## config.mk

```make
export PLATFORM = sky130hd
export DESIGN_NAME = crcfr_frame_flat
export DESIGN_NICKNAME = d
export VERILOG_FILES = /design/src/hdl/crcfr_pkg.sv /design/src/hdl/crcfr_if.sv /design/src/hdl/crcfr_frame.sv /design/src/flat_wrapper.sv
export SDC_FILE = /design/constraint.sdc
export NUM_CORES = 1
export LEC_CHECK = 0
export BUFFER_PORTS_ARGS = -buffer_cell sky130_fd_sc_hd__buf_2
export CAP_MARGIN = 25
export CORE_UTILIZATION = 50
export DETAILED_ROUTE_END_ITERATION = 16
export PLACE_DENSITY = 0.7
export SETUP_SLACK_MARGIN = 0.02
export SLEW_MARGIN = 20
export SYNTH_ARGS = -nofsm -noshare
export SYNTH_HDL_FRONTEND = slang
export SYNTH_SLANG_ARGS = --single-unit
```

## constraint.sdc

```tcl
create_clock -name clk -period 7.3 [get_ports clk]
set_input_delay 0.73 -clock clk [delete_from_list [all_inputs] [get_ports clk]]
set_output_delay 0.73 -clock clk [all_outputs]
set_load 0.05 [all_outputs]
```

## src/hdl/crcfr_pkg.sv

```systemverilog
// shared types, constants and crc function for the reply frame checker
package crcfr_pkg;

  localparam int unsigned CRC_W     = 16;
  localparam int unsigned BYTE_W    = 8;
  localparam int unsigned CFG_IDX_W = 2;

  localparam logic [CFG_IDX_W-1:0] REG_CRC_POLY     = 2'd0;
  localparam logic [CFG_IDX_W-1:0] REG_FRAME_PREFIX = 2'd1;
  localparam logic [CFG_IDX_W-1:0] REG_MIN_LEN      = 2'd2;

  localparam logic [CRC_W-1:0]  POLY_RESET     = 16'h8408;
  localparam logic [BYTE_W-1:0] PREFIX_RESET   = 8'hFC;
  localparam logic [BYTE_W-1:0] MIN_LEN_RESET  = 8'd5;
  localparam logic [BYTE_W-1:0] STRUCT_MIN_LEN = 8'd4;

  localparam logic KIND_PAYLOAD = 1'b0;
  localparam logic KIND_END     = 1'b1;

  typedef enum logic [2:0] {
    ST_OK         = 3'd0,
    ST_BAD_PREFIX = 3'd1,
    ST_BAD_LENGTH = 3'd2,
    ST_BAD_CRC    = 3'd3,
    ST_TIMEOUT    = 3'd4
  } status_t;

  typedef struct packed {
    logic [CRC_W-1:0]  crc_polynomial;
    logic [BYTE_W-1:0] frame_prefix;
    logic [BYTE_W-1:0] min_frame_length;
  } cfg_t;

  typedef struct packed {
    logic              kind;
    logic [BYTE_W-1:0] payload_byte;
    status_t           status;
  } result_t;

  // reflected crc update over one byte, lsb first
  function automatic logic [CRC_W-1:0] crc_byte(input logic [CRC_W-1:0] crc,
                                                 input logic [CRC_W-1:0] poly,
                                                 input logic [BYTE_W-1:0] b);
    logic [BYTE_W-1:0] value;
    logic [CRC_W-1:0]  acc;
    value = crc[BYTE_W-1:0] ^ b;
    acc   = '0;
    for (int k = 0; k < BYTE_W; k++) begin
      if (acc[0] ^ value[k]) begin
        acc = (acc >> 1) ^ poly;
      end else begin
        acc = acc >> 1;
      end
    end
    return acc ^ {{(CRC_W-BYTE_W){1'b0}}, crc[CRC_W-1:BYTE_W]};
  endfunction

endpackage

```

## src/hdl/crcfr_if.sv

```systemverilog
// channel interfaces: received bytes, results and configuration writes
interface crcfr_in_if;
  logic       valid;
  logic       ready;
  logic [7:0] rx_byte;
  logic       abort;
  modport source (output valid, output rx_byte, output abort, input ready);
  modport sink (input valid, input rx_byte, input abort, output ready);
endinterface


```

## src/hdl/crcfr_frame.sv

```systemverilog
// frame tracking state, running crc and per-byte result generation
module crcfr_frame (
  input  logic               clk,
  input  logic               rst,
  input  crcfr_pkg::cfg_t    cfg_q,
  crcfr_in_if.sink           rx,
  input  logic               push_ready,
  output logic               push,
  output crcfr_pkg::result_t push_data
);
  import crcfr_pkg::*;

  logic [BYTE_W-1:0] byte_index, byte_index_next;
  logic [BYTE_W-1:0] frame_length, frame_length_next;
  logic [CRC_W-1:0]  running_crc, running_crc_next;
  logic [BYTE_W-1:0] crc_low_received, crc_low_received_next;

  logic              accept;
  logic [BYTE_W:0]   idx_p2;
  logic [BYTE_W:0]   len_ext;
  logic [CRC_W-1:0]  crc_upd;
  logic [CRC_W-1:0]  crc_got;

  assign rx.ready = push_ready;
  assign accept   = rx.valid & rx.ready;
  assign idx_p2   = {1'b0, byte_index} + (BYTE_W+1)'(2);
  assign len_ext  = {1'b0, frame_length};
  // running crc is zero while awaiting the prefix, so one update serves all crc-covered bytes
  assign crc_upd  = crc_byte(running_crc, cfg_q.crc_polynomial, rx.rx_byte);
  assign crc_got  = {rx.rx_byte, crc_low_received};

  always_comb begin
    byte_index_next       = byte_index;
    frame_length_next     = frame_length;
    running_crc_next      = running_crc;
    crc_low_received_next = crc_low_received;
    push                  = 1'b0;
    push_data.kind         = KIND_END;
    push_data.payload_byte = '0;
    push_data.status       = ST_OK;
    if (accept) begin
      priority if (rx.abort) begin
        byte_index_next       = '0;
        frame_length_next     = '0;
        running_crc_next      = '0;
        crc_low_received_next = '0;
        push                  = 1'b1;
        push_data.status      = ST_TIMEOUT;
      end else if (byte_index == '0) begin
        if (rx.rx_byte != cfg_q.frame_prefix) begin
          push             = 1'b1;
          push_data.status = ST_BAD_PREFIX;
        end else begin
          running_crc_next = crc_upd;
          byte_index_next  = BYTE_W'(1);
        end
      end else if (byte_index == BYTE_W'(1)) begin
        if (rx.rx_byte < cfg_q.min_frame_length || rx.rx_byte < STRUCT_MIN_LEN) begin
          byte_index_next       = '0;
          frame_length_next     = '0;
          running_crc_next      = '0;
          crc_low_received_next = '0;
          push                  = 1'b1;
          push_data.status      = ST_BAD_LENGTH;
        end else begin
          frame_length_next = rx.rx_byte;
          running_crc_next  = crc_upd;
          byte_index_next   = BYTE_W'(2);
        end
      end else if (idx_p2 < len_ext) begin
        running_crc_next       = crc_upd;
        byte_index_next        = byte_index + BYTE_W'(1);
        push                   = 1'b1;
        push_data.kind         = KIND_PAYLOAD;
        push_data.payload_byte = rx.rx_byte;
      end else if (idx_p2 == len_ext) begin
        crc_low_received_next = rx.rx_byte;
        byte_index_next       = byte_index + BYTE_W'(1);
      end else begin
        byte_index_next       = '0;
        frame_length_next     = '0;
        running_crc_next      = '0;
        crc_low_received_next = '0;
        push                  = 1'b1;
        push_data.status      = (crc_got == running_crc) ? ST_OK : ST_BAD_CRC;
      end
    end
  end

  always_ff @(posedge clk) begin
    if (rst) begin
      byte_index       <= '0;
      frame_length     <= '0;
      running_crc      <= '0;
      crc_low_received <= '0;
    end else begin
      byte_index       <= byte_index_next;
      frame_length     <= frame_length_next;
      running_crc      <= running_crc_next;
      crc_low_received <= crc_low_received_next;
    end
  end

  a_idle_crc_clear: assert property (@(posedge clk) disable iff (rst)
    byte_index == '0 |-> running_crc == '0)
    else $error("running crc not clear while awaiting prefix");

  a_len_unset_early: assert property (@(posedge clk) disable iff (rst)
    (byte_index == '0 || byte_index == BYTE_W'(1)) |-> frame_length == '0)
    else $error("frame length set before length byte");

  a_index_in_frame: assert property (@(posedge clk) disable iff (rst)
    byte_index >= BYTE_W'(2) |-> (byte_index < frame_length && frame_length >= STRUCT_MIN_LEN))
    else $error("byte index outside frame");

endmodule

```

## src/flat_wrapper.sv

```systemverilog
// flat-port wrapper written by rule: the top's interface ports become plain ports
module crcfr_frame_flat import crcfr_pkg::*;
  (clk, rst, cfg_q, push_ready, push, push_data, rx_valid, rx_rx_byte, rx_abort, rx_ready);
  crcfr_in_if rx_i ();
  input  logic clk;
  input  logic rst;
  input  crcfr_pkg::cfg_t cfg_q;
  input  logic push_ready;
  output logic push;
  output crcfr_pkg::result_t push_data;
  input wire logic [$bits(rx_i.valid)-1:0] rx_valid;
  input wire logic [$bits(rx_i.rx_byte)-1:0] rx_rx_byte;
  input wire logic [$bits(rx_i.abort)-1:0] rx_abort;
  output wire logic [$bits(rx_i.ready)-1:0] rx_ready;
  assign rx_i.valid = rx_valid;
  assign rx_i.rx_byte = rx_rx_byte;
  assign rx_i.abort = rx_abort;
  assign rx_ready = rx_i.ready;
  crcfr_frame u_core (.clk(clk), .rst(rst), .cfg_q(cfg_q), .rx(rx_i), .push_ready(push_ready), .push(push), .push_data(push_data));
endmodule
```

==> run_results.csv <==
group,metric,value,unit
outcome,status,"complete, no violations",
die,initial_utilization,0.5153,
timing,report.final.setup_viol,0,
power,share_clk_of_total_power,0.046,
critical_path,worst-r2r-setup-slack,2.74,ns
cts,clkLatencyLatePin,0.30,ns
die,floorplan.rows,36,
cells_and_area,layout.cells.non_filler,819,
cells_and_area,post-route-cell-area,5380,um2
cells_and_area,combined_area_of_the_multi_input_logic_cells,3916,um2
power,net-switching-power,1.532,mW
cts,clkSinkCount,40,
synthesis,synth-xor-area-share,0.3052,
critical_path,critical_path_class,"input port to flip-flop",
drt,drc,0,
cts,clockBufferDepth,2,
timing,max_clock_freq,213.6,MHz
placement,port_buffers,58,
power,power.density,633.4,nW/um2
synthesis,yosys.area.top_type_share,0.1922,
global_route,grt_overflow,0,
cts,cts_hold_buf,0,
cts,tritoncts,"done",
die,num_io_pins,59,
cells_and_area,filler_cell_count,922,
timing,max-slew-margin-rel,0.3997,
critical_path,cp-start-kind,"input port",
drt,avgRoutedWirePerCell,15.89,um
synthesis,synth_compound_area_frac,0.1695,
global_route,antenna_violations_before_repair,0,
synthesis,synthAdderAreaFrac,0.04742,
power,ir_worst_vdd,390.8,uV
timing,final_period_minus_worst_setup_slack,4.682,ns
power,power_report.internal_total,1.876,mW
synthesis,synth_top_family_by_area,"XOR/XNOR gates",
drt,postRouteAntennaNets,0,
cts,cts.htree.levels,2,
cells_and_area,layout_commonest_cell,"nand2_1",
synthesis,primary_flip_flop_cell_chosen_by_synthesis_mapping,"dfxtp_1",
placement,dpl_cell_area,5268,um2
drt,num_vias,4670,
timing,rsz0062_at_grt,"false",
synthesis,avgSynthCellArea,7.562,um2
timing,share_of_the_clock_period_used_by_the_worst_path_after_layout,0.6414,
power,power.leakage,2.196,nW
timing,tightestPinTransition,0.8979,ns
critical_path,critPathArrivalTime,4.92,ns
synthesis,synth_mux_area_frac,0.006239,
die,floorplan.core_area,9729,um2
critical_path,r2r_start,"u_core.running_crc[0]",
cells_and_area,fin_nets,749,
timing,drv_slew,0,
critical_path,end_kind,"flip-flop",
power,power_switching_share,0.4496,
cts,clk_root_buffer_cell,"clkbuf_8",
synthesis,yosysWarningCount,0,
critical_path,cp_max_fo,17,
placement,hpwl_after_detailed_placement,9819,um
synthesis,yosysTopAreaCell,"xnor2_1",
placement,placed_insts,809,
synthesis,synth.area.top_cells,"xnor2_1, dfxtp_1, nand2_1, xnor3_1, ha_1",
cells_and_area,final_cell_mix,"nand2_1, xnor2_1, buf_2",
cells_and_area,areaGrowthSynthToFinish,7.312,%
synthesis,post_synth_inst_count,663,
min_path,worstHoldPathType,"flip-flop to flip-flop",
synthesis,synth_unique_cells,65,
synthesis,edff_count_synth,0,
timing,finalClockSkew,0.01006,ns
critical_path,crit_required,7.54,ns
cells_and_area,antenna-diode-count,0,
drt,avgViaCountPerCell,5.702,
synthesis,syn_nets,727,
synthesis,yosys_register_bits,40,
die,die_height,102.1,um
global_route,maximum_number_of_pins_on_one_net_before_global_route_repair,28,
die,dieWidth,102.1,um
run,cap_violations,0,
power,p_comb_frac,0.866,
min_path,min-delay-start,"u_core.running_crc[7]",
cts,postCtsResizedCells,0,
drt,drt-pass1-iter-count,5,
cts,clk_pin_slew_worst_paths,0.08,ns
timing,finalHoldViolations,0,
synthesis,synth_sequential_area_ratio,0.1597,
synthesis,ys_async_sr_fraction,0,
drt,first_iter_violations,254,
cells_and_area,drive_above_1_share,0.1443,
global_route,grt_pass1_vias,4259,
critical_path,critPathLaunch,"rx_rx_byte[0]",
global_route,grt_first_pass_wirelength,20780,um
placement,gp_routability_congestion,0.8362,
timing,setup_tns,0,ns
drt,routed_wirelength,13020,um
cells_and_area,sequential_cell_area,800.8,um2
synthesis,post_synth_and_or_nand_nor_area_fraction,0.2513,
cts,inserted_clock_buffers,5,
die,die_area,10430,um2
cts,cts.repair_timing.setup_buffer_count,0,
synthesis,syn_std_cell_area,5014,um2
global_route,globalRouteTotalUtil,0.2557,
power,power_frac_seq,0.088,
==> cells in the mapped netlist, types with 9 or more instances <==
master / number
nand3_1: 23
xnor3_1: 17
clkbuf_1: 30
inv_1: 24
and2_1: 13
nor2_1: 42
a22oi_1: 17
nor3_1: 13
a311oi_1: 9
ha_1: 19
nand4_1: 13
o21ai_1: 16
xnor2_1: 110
buf_2: 12
nand2_1: 127
dfxtp_1: 40
a21oi_1: 20
==> worst max-delay path, stage by stage <==
cell and delay, ns:
buf_2 0.20, xor2_2 0.62, nand3_1 0.28, and2_1 0.38
a311oi_1 0.42, nor3_4 0.09, xor2_2 0.32, xnor3_1 0.37
nor3_1 0.25, o211ai_2 0.42, nand3_1 0.25, xnor3_1 0.44
o21ai_1 0.14
==> power groups by stage <==
stage               clock network (mW)  logic [mW]  registers (mW)
floorplan                            0        2.54           0.281
global placement                     0        2.84           0.301
detailed placement                   0        2.92           0.301
CTS                              0.159        2.93           0.297
global route                     0.167        3.17           0.301
finish                           0.157        2.95           0.299
==> path summary, 6_finish.rpt <==
kind                           end  depth (start not counted)
max          u_core.running_crc[1]                         13
min          u_core.running_crc[7]                          2
max reg2reg  u_core.running_crc[1]                         12
min reg2reg  u_core.running_crc[7]                          2
==> state kept, by name, summed over array words and instances, names as in the netlist <==
| signal | flops |
|---|---|
| u_core.crc_low_received | 8 |
| u_core.running_crc | 16 |
| u_core.frame_length | 8 |
| u_core.byte_index | 8 |
==> metrics by stage <==
step	power (mW)	utilization	setup WS, ns	hold WS [ns]
floorplan	2.821	-	3.334	0.4626
global placement	3.146	0.5406	2.264	0.4858
detailed placement	3.219	0.5414	2.076	0.4903
CTS	3.385	0.5507	2.383	0.5074
global route	3.636	0.5530	2.281	0.5237
finish	3.408	0.5530	2.618	0.5107
==> cells by family after synthesis <==
group	Yosys count
xor+xnor	142
compound gates	121
simple gates	267
flops	40
mux	3
buf+inv	71
fa+ha+maj	19
==> per-layer routing <==
metal,vias up,share of wire,global-route usage
li1,2308,-,-
met1,2201,0.47,0.3528
met2,144,0.46,0.4321
met3,17,0.052,0.02189
met4,0,0.016,0.06044
met5,-,0,0
==> area by class of cell <==
cell class              count  area share
multi-input cells         552      0.7279
flip-flops and latches     40      0.1488
repair buffers             61     0.05814
well taps                 133     0.03093
inverters                  25     0.01744
clock buffers               8     0.01674
Note: power is estimated with default switching activity, not from simulation.
